File: config.mk
export PLATFORM = sky130hd
export DESIGN_NAME = in_order_completion_ring_top
export DESIGN_NICKNAME = d
export VERILOG_FILES = /design/src/rtl/core/icr_pkg.sv /design/src/rtl/core/in_order_completion_ring_top.sv /design/src/rtl/core/icr_cfg.sv /design/src/rtl/core/icr_ring.sv
export SDC_FILE = /design/constraint.sdc
export NUM_CORES = 1
export LEC_CHECK = 0
export ABC_AREA = 1
export BUFFER_PORTS_ARGS = -buffer_cell sky130_fd_sc_hd__buf_4
export CAP_MARGIN = 20
export CORE_MARGIN = 3
export CORE_UTILIZATION = 55
export CTS_CLUSTER_DIAMETER = 200
export DETAILED_ROUTE_END_ITERATION = 10
export HOLD_SLACK_MARGIN = 0.03
export PLACE_DENSITY = 0.83
export SLEW_MARGIN = 40
export SYNTH_ARGS = -nofsm -noshare
export SYNTH_HDL_FRONTEND = slang
export SYNTH_SLANG_ARGS = --single-unit
File: constraint.sdc
create_clock -name clk_i -period 6.9 [get_ports clk_i]
set_input_delay 0.345 -clock clk_i [delete_from_list [all_inputs] [get_ports clk_i]]
set_output_delay 0.345 -clock clk_i [all_outputs]
set_load 0.01 [all_outputs]
File: src/rtl/core/icr_pkg.sv
// icr_pkg: shared types and constants of the in-order completion ring
// no dependencies; imported by every module of the block
package icr_pkg;

  localparam int unsigned RING_DEPTH = 16;
  localparam int unsigned CODE_BITS  = 8;
  localparam int unsigned IDX_W      = $clog2(RING_DEPTH);
  localparam int unsigned SIZE_W     = IDX_W + 1;

  // configuration port
  localparam int unsigned CAP_W      = 4;
  localparam int unsigned ADDR_W     = 3;
  localparam int unsigned DATA_W     = 32;
  localparam int unsigned REG_IDX_W  = 1;
  localparam logic [REG_IDX_W-1:0] REG_CAPACITY = 1'b0;
  localparam logic [CAP_W-1:0]     CAP_RESET    = 4'd15;

  typedef logic [IDX_W-1:0]     idx_t;
  typedef logic [SIZE_W-1:0]    size_t;
  typedef logic [CODE_BITS-1:0] code_t;
  typedef logic [CAP_W-1:0]     cap_t;

  typedef enum logic [1:0] {
    OP_RESERVE = 2'd0,
    OP_MARK    = 2'd1,
    OP_POP     = 2'd2,
    OP_NONE    = 2'd3
  } op_e;

  typedef enum logic [2:0] {
    ST_OK        = 3'd0,
    ST_FULL      = 3'd1,
    ST_NOT_EMPTY = 3'd2,
    ST_RANGE     = 3'd3,
    ST_EMPTY     = 3'd4
  } status_e;

  // one operation as held in the input register
  typedef struct packed {
    op_e   opcode;
    idx_t  slot_index;
    code_t completion_code;
  } op_t;

  // one result word
  typedef struct packed {
    status_e status;
    idx_t    granted_slot;
    logic    popped_valid;
    idx_t    popped_slot;
    code_t   popped_code;
    logic    failed;
  } res_t;

endpackage

File: src/rtl/core/in_order_completion_ring_top.sv
// in_order_completion_ring_top: reorder ring with in-order retire
// depends on icr_pkg, icr_cfg, icr_ring
//
//   channel  direction  handshake             payload
//   in       input      in_valid_i/in_stall_o opcode, slot_index, completion_code
//   out      output     out_valid_o/out_stall_i status, granted_slot, popped_*, failed
//   cfg      apb slave  psel/penable/pready   queue_capacity at byte address 0
//
// one word per cycle sustained while out_stall_i is low; a word is held in the input register,
// is evaluated against the slot flags and pointers, and lands in the result register
// the result register frees up in the same cycle it is taken, so no bubble at full rate
// a stalled output holds its word and backs up into the input register, then in_stall_o
// reset clears flags, pointers and failure latch at once; no clearing pass needed
module in_order_completion_ring_top
  import icr_pkg::*;
(
  input  logic              clk_i,
  input  logic              rst_ni,
  // input channel
  input  logic              in_valid_i,
  output logic              in_stall_o,
  input  logic [1:0]        opcode_i,
  input  logic [3:0]        slot_index_i,
  input  logic [7:0]        completion_code_i,
  // output channel
  output logic              out_valid_o,
  input  logic              out_stall_i,
  output logic [2:0]        status_o,
  output logic [3:0]        granted_slot_o,
  output logic              popped_valid_o,
  output logic [3:0]        popped_slot_o,
  output logic [7:0]        popped_code_o,
  output logic              failed_o,
  // configuration
  input  logic              psel,
  input  logic              penable,
  input  logic              pwrite,
  input  logic [ADDR_W-1:0] paddr,
  input  logic [DATA_W-1:0] pwdata,
  output logic [DATA_W-1:0] prdata,
  output logic              pready
);

  // input register stage
  logic s1_valid_q, s1_valid_d;
  op_t  s1_op_q, s1_op_d;
  // result register stage
  logic out_valid_q, out_valid_d;
  res_t out_res_q, out_res_d;

  logic in_take;
  logic out_free;
  logic exec;
  res_t res;
  cap_t cap;

  // the result register can load when empty or drained this cycle
  assign out_free   = !out_valid_q || !out_stall_i;
  assign exec       = s1_valid_q && out_free;
  assign in_stall_o = s1_valid_q && !out_free;
  assign in_take    = in_valid_i && !in_stall_o;

  icr_cfg u_cfg (
    .clk_i   (clk_i),
    .rst_ni  (rst_ni),
    .psel    (psel),
    .penable (penable),
    .pwrite  (pwrite),
    .paddr   (paddr),
    .pwdata  (pwdata),
    .prdata  (prdata),
    .pready  (pready),
    .cap_o   (cap)
  );

  // state updates only on the cycle the word moves into the result register
  icr_ring u_ring (
    .clk_i  (clk_i),
    .rst_ni (rst_ni),
    .exec_i (exec),
    .op_i   (s1_op_q),
    .cap_i  (cap),
    .res_o  (res)
  );

  always_comb begin
    s1_valid_d = s1_valid_q;
    s1_op_d    = s1_op_q;
    if (in_take) begin
      s1_valid_d = 1'b1;
      s1_op_d    = '{opcode:          op_e'(opcode_i),
                     slot_index:      idx_t'(slot_index_i),
                     completion_code: code_t'(completion_code_i)};
    end else if (exec) begin
      s1_valid_d = 1'b0;
    end
  end

  always_comb begin
    out_valid_d = out_valid_q;
    out_res_d   = out_res_q;
    if (exec) begin
      out_valid_d = 1'b1;
      out_res_d   = res;
    end else if (out_free) begin
      out_valid_d = 1'b0;
    end
  end

  always_ff @(posedge clk_i or negedge rst_ni) begin
    if (!rst_ni) begin
      s1_valid_q  <= 1'b0;
      out_valid_q <= 1'b0;
    end else begin
      s1_valid_q  <= s1_valid_d;
      out_valid_q <= out_valid_d;
    end
  end

  // payload registers carry no reset
  always_ff @(posedge clk_i) begin
    s1_op_q   <= s1_op_d;
    out_res_q <= out_res_d;
  end

  assign out_valid_o    = out_valid_q;
  assign status_o       = out_res_q.status;
  assign granted_slot_o = 4'(out_res_q.granted_slot);
  assign popped_valid_o = out_res_q.popped_valid;
  assign popped_slot_o  = 4'(out_res_q.popped_slot);
  assign popped_code_o  = 8'(out_res_q.popped_code);
  assign failed_o       = out_res_q.failed;

endmodule

File: src/rtl/core/icr_cfg.sv
// icr_cfg: apb register file holding queue_capacity
// depends on icr_pkg
module icr_cfg
  import icr_pkg::*;
(
  input  logic              clk_i,
  input  logic              rst_ni,
  input  logic              psel,
  input  logic              penable,
  input  logic              pwrite,
  input  logic [ADDR_W-1:0] paddr,
  input  logic [DATA_W-1:0] pwdata,
  output logic [DATA_W-1:0] prdata,
  output logic              pready,
  output cap_t              cap_o
);

  cap_t                 cap_q, cap_d;
  logic [REG_IDX_W-1:0] reg_idx;
  logic                 wr_en;

  assign reg_idx = paddr[ADDR_W-1 -: REG_IDX_W];
  assign wr_en   = psel && penable && pwrite && (reg_idx == REG_CAPACITY);
  assign pready  = 1'b1;

  always_comb begin
    cap_d = cap_q;
    if (wr_en) begin
      cap_d = pwdata[CAP_W-1:0];
    end
  end

  always_ff @(posedge clk_i or negedge rst_ni) begin
    if (!rst_ni) begin
      cap_q <= CAP_RESET;
    end else begin
      cap_q <= cap_d;
    end
  end

  assign prdata = (reg_idx == REG_CAPACITY) ? {{(DATA_W - CAP_W){1'b0}}, cap_q} : '0;
  assign cap_o  = cap_q;

endmodule

File: src/rtl/core/icr_ring.sv
// icr_ring: slot flags, codes, head/tail pointers and one-op evaluation
// depends on icr_pkg
module icr_ring
  import icr_pkg::*;
(
  input  logic clk_i,
  input  logic rst_ni,
  input  logic exec_i,
  input  op_t  op_i,
  input  cap_t cap_i,
  output res_t res_o
);

  logic [RING_DEPTH-1:0] ready_q, ready_d;
  logic [RING_DEPTH-1:0] occ_q, occ_d;
  code_t                 code_q [RING_DEPTH];
  idx_t                  head_q, head_d;
  idx_t                  tail_q, tail_d;
  logic                  fail_q, fail_d;

  logic  code_we;
  idx_t  code_wa;
  code_t code_wd;

  cap_t  cap_eff;
  size_t cap_plus;
  size_t ring_size;
  idx_t  tail_next;
  idx_t  head_next;
  code_t head_code;

  function automatic idx_t advance(input idx_t idx, input size_t size);
    size_t n;
    n = {1'b0, idx} + size_t'(1);
    return (n >= size) ? '0 : n[IDX_W-1:0];
  endfunction

  // capacity zero behaves as one; ring never exceeds the slot array
  assign cap_eff   = (cap_i == '0) ? cap_t'(1) : cap_i;
  assign cap_plus  = size_t'(cap_eff) + size_t'(1);
  assign ring_size = (cap_plus > size_t'(RING_DEPTH)) ? size_t'(RING_DEPTH) : cap_plus;
  assign tail_next = advance(tail_q, ring_size);
  assign head_next = advance(head_q, ring_size);
  assign head_code = code_q[head_q];

  always_comb begin
    ready_d = ready_q;
    occ_d   = occ_q;
    head_d  = head_q;
    tail_d  = tail_q;
    fail_d  = fail_q;
    code_we = 1'b0;
    code_wa = op_i.slot_index;
    code_wd = op_i.completion_code;
    res_o   = '0;
    res_o.status = ST_OK;
    unique case (op_i.opcode)
      OP_RESERVE: begin
        if (tail_next == head_q) begin
          res_o.status = ST_FULL;
        end else if (ready_q[tail_q] || occ_q[tail_q]) begin
          res_o.status = ST_NOT_EMPTY;
        end else begin
          occ_d[tail_q]      = 1'b1;
          res_o.granted_slot = tail_q;
          tail_d             = tail_next;
        end
      end
      OP_MARK: begin
        if ({1'b0, op_i.slot_index} >= ring_size) begin
          res_o.status = ST_RANGE;
        end else begin
          code_we                  = 1'b1;
          ready_d[op_i.slot_index] = 1'b1;
        end
      end
      OP_POP: begin
        if ((head_q == tail_q) || !ready_q[head_q]) begin
          res_o.status = ST_EMPTY;
        end else begin
          res_o.popped_valid = 1'b1;
          res_o.popped_slot  = head_q;
          res_o.popped_code  = head_code;
          fail_d             = fail_q | (head_code != '0);
          ready_d[head_q]    = 1'b0;
          occ_d[head_q]      = 1'b0;
          head_d             = head_next;
        end
      end
      OP_NONE: begin
        res_o.status = ST_OK;
      end
      default: begin
        res_o.status = ST_OK;
      end
    endcase
    res_o.failed = fail_d;
  end

  always_ff @(posedge clk_i or negedge rst_ni) begin
    if (!rst_ni) begin
      ready_q <= '0;
      occ_q   <= '0;
      head_q  <= '0;
      tail_q  <= '0;
      fail_q  <= 1'b0;
    end else if (exec_i) begin
      ready_q <= ready_d;
      occ_q   <= occ_d;
      head_q  <= head_d;
      tail_q  <= tail_d;
      fail_q  <= fail_d;
    end
  end

  // a code is only read while its ready bit is set, which a mark always writes
  always_ff @(posedge clk_i) begin
    if (exec_i && code_we) begin
      code_q[code_wa] <= code_wd;
    end
  end

endmodule

==> results by group <==
Timing
  • Highest clock rate: 291.8 MHz
  • Final Hold Fails: 0
  • Post-route minimum period: 3.426 ns
  • Max Slew Vio Count: 0
  • Max-Slew Margin vs Limit: 46.63%
  • Setup Viol. Count Final: 0
  • Setup Skew: between 0.009 and 0.01 ns
  • Final worst slack: ~3.5 ns
  • RSZ-0062 raised after global routing: false
  • Final Cycle Share: approximately half
  • Setup_tns: 0 ns
  • Worst-Margin Slew: 0.8006 ns

Clock tree
  • Skew-Pair Late Insertion Delay: 0.50 ns
  • Post-CTS setup buffer count: 0
  • Inserted Clock Buffers: 21
  • Clk root buf: clkbuf_16
  • CTS tree: done
  • CTS Buffer Depth: 3
  • Clock H-tree levels: 1
  • Clock sink count: 210
  • Worst-path clk slew: 0.06 ns

Pwr
  • PD cells: about 360 nW/um^2
  • Peak VDD IR: 0.1857 mV
  • LEAKAGE: 0.004712 uW

Layout
  • ANT cells: 0
  • Layout area overhead: 11.34%
  • Layout cell share with drive strength beyond 1: 12.48%
  • Area of the multi-input gates: 3535 um^2
  • Register area: 6077 um^2
  • Fill cells: 1437
  • Final nets: 1185

Place
  • PortBufs: 52
  • Setup WS pre-CTS: 3.498 ns
  • DP HPWL: 14.91 mm
  • Gpl congestion: 0.9383

Global route
  • Global route overflow: 0
  • Initial antenna violation count: 0
  • Met1 Track Usage GR: 33.42%
  • Pin count of the biggest net entering global routing: 80
  • Vias in the first global route: 7007
  • First-pass GRT wire length: ~36 mm
  • Total track usage: 22.53%
  • GR peak layer: met2
  • M3 GR Usage: 3.293%
  • M2 GR Usage: 34.87%

Synth
  • Syn Area/Cell: 9.700 um^2
  • Most numerous cell in the Yosys netlist: nand2_1
  • Number of synthesized flops with an enable pin: 163
  • Yosys warnings: 0
  • Synthesized flop and latch total: 210
  • Post-Synthesis Cells: roughly 1100
  • Top cells by count, synth: nand2_1 (237), nor2_1 (167), edfxtp_1 (163), o21ai_0 (85), inv_1 (76)
  • Distinct cell type count after synthesis: 36
  • Sequential share of the synthesized area: between 50 and 60%
  • Post-synth ARST share: 22.38%
  • Top cell type's share of synthesized area: 47.78%
  • Area of the mapped netlist: between 10000 and 15000 um^2
  • Synth Flop Type: edfxtp_1
  • Area leader, netlist: edfxtp_1
  • Synth area leaders: edfxtp_1 (48%), dfrtp_1 (11%), nand2_1 (8.7%)

Die
  • Die Area: 20300 um^2
  • Initial Util: roughly 56%
  • Die height: between 100 and 150 um
  • IO Pins: 112
  • Chip width: 142.5 um
  • Core area: 18150 um^2
  • Rows: 49

Critical path
  • Reg2reg path depth: 10
  • Worst Path Class, Setup: reg -> reg
  • RR Endpoint: u_ring.code_q[7][4]$_DFFE_PP_
  • Reg2reg setup slack: 3.47 ns
  • Critical Path, Cell by Cell: nor2_1 > o21ai_0 > ha_1 > nand2_1 > inv_1 > nand4_1 > nand4_1 > nor2_2 > inv_1 > nor3_2
  • Crit path launch type: flip-flop
  • RR Startpoint: u_cfg.cap_o[2]$_DFFE_PN1P_
  • Slowest Stage Delay on Critical Path: between 0.6 and 0.7 ns
  • Worst-path fanout max: 11
  • Critical Path RT: 7.03 ns
  • Crit path DAT: 3.56 ns
  • Slowest CP cell: nor3_2
  • Endpoint class of the critical path: flip-flop

Hold path
  • Hold/Removal Path Class: in -> reg
  • Worst Hold Depth: 3
  • HP Start: pwdata[3]
  • WHS Endpoint: u_cfg.cap_o[3]$_DFFE_PN1P_

Drt
  • Final ANT Viol Nets: 0
  • Via total after detailed routing: 7621
  • DRT Wirelength: around 23 mm
  • Starting DRT DRC Count: between 900 and 1000
  • Vias per cell: around 5.6
  • DRC errors left: 0
  • DRT Pass-1 Iters: 5
  • Wirelength per Cell: approximately 17 um

Run
  • MaxCap Viol Count: 0

Status
  • Status: complete, no violations
[per-layer routing]
metal  up-vias  share of wire [%]  wire length (um)
li1       3589                  -                 -
met1      3560                 42              9586
met2       432                 46             10560
met3        40                9.5              2164
met4         0                1.8               399
met5         -                  0                 0
[worst max-delay path, delay by kind of cell (launching register included)]
kind | cells | cell delay [ns]
flops | 1 | 0.56
simple gates | 6 | 1.38
fa+ha+maj | 1 | 0.35
compound gates | 1 | 0.45
buf+inv | 2 | 0.34
[timing repair]
action                    4_1_cts  5_1_grt
resized for setup               0        0
hold buffers                   15        0
hold endpoints to repair       57        0
[cells by family (layout without fill, tap and decap cells)]
| group | Yosys count | in the layout | synth area share (%) |
|---|---|---|---|
| adders and majority gates | 22 | 22 | 2.687 |
| and+or+nand+nor | 500 | 500 | 20.98 |
| buffers and inverters | 151 | 190 | 7.683 |
| AOI/OAI and AO/OA | 164 | 164 | 8.587 |
| other | 2 | 29 | 0.07331 |
| DFF | 210 | 210 | 59.31 |
| xor gates and xnor gates | 7 | 7 | 0.6718 |
[registers in the layout (all words and copies together), names as in the netlist]
name and count:
failed_o 1, granted_slot_o 4, out_valid_o 1, popped_code_o 8, popped_slot_o 4, popped_valid_o 1, s1_op_q 14, s1_valid_q 1
status_o 3, u_cfg.cap_o 4, u_ring.code_q 128, u_ring.fail_q 1, u_ring.head_q 4, u_ring.occ_q 16, u_ring.ready_q 16, u_ring.tail_q 4
[metrics by stage]
| step | std cells | cell area (um^2) | utilization [%] | power [uW] | hold slack [ns] |
|---|---|---|---|---|---|
| after detailed placement | 1298 | 10630 | 58.58 | 3074 | 0.4101 |
| after floorplan | 1083 | 10340 | - | 2728 | 0.04941 |
| final | 1351 | 11400 | 62.84 | 4153 | 0.09611 |
| after CTS | 1351 | 11400 | 62.84 | 4138 | 0.08444 |
| after global routing | 1351 | 11400 | 62.84 | 4404 | 0.1059 |
| after global placement | 1298 | 10580 | 58.29 | 3019 | 0.4047 |
[worst max-delay path by stage]
stage	start	end	slack (ns)	cells past startpoint
6_report	u_cfg.cap_o[2]$_DFFE_PN1P_	u_ring.code_q[7][4]$_DFFE_PP_	3.47	10
5_1_grt	u_cfg.cap_o[2]$_DFFE_PN1P_	u_ring.code_q[7][7]$_DFFE_PP_	3.21	10
4_1_cts	u_cfg.cap_o[2]$_DFFE_PN1P_	u_ring.code_q[7][7]$_DFFE_PP_	3.50	10
3_5_place_dp	u_cfg.cap_o[2]$_DFFE_PN1P_	u_ring.code_q[7][0]$_DFFE_PP_	3.50	10
3_3_place_gp	u_cfg.cap_o[2]$_DFFE_PN1P_	u_ring.code_q[7][0]$_DFFE_PP_	3.37	10
2_1_floorplan	u_cfg.cap_o[2]$_DFFE_PN1P_	u_ring.code_q[15][0]$_DFFE_PP_	4.04	11
[area by class of cell]
class,instances,area share (%)
clock buffers,32,4.970
multi-input cells,722,30.99
repair buffers,73,5.134
clock inverters,6,0.5047
inverters,79,2.600
flip-flops and latches,210,53.29
well taps,229,2.512
[cell usage in the layout (no fill, tap or decap), drive strengths merged]
master       instances
edfxtp             163
nand3b               1
xnor2                4
buf                 58
dlygate4sd3         15
dfrtp               43
xor2                 3
a21oi               30
o21bai               1
clkbuf              32
clkinvlp             1
nor2               180
nand2              242
inv                 80
clkinv               3
nand4               10
nand3               56
ha                  22
o21ai              101
dfstp                4
o22ai               31
o21a                 1
bufinv               1
nor3                11
conb                29
[where the power goes]
part	internal [uW]	switching [uW]	leakage [uW]	total, uW
logic	471	1010	0.00233	1480
clock network	605	456	0.000295	1060
registers	1490	121	0.00209	1610
Power figures use the tool's default switching activity.
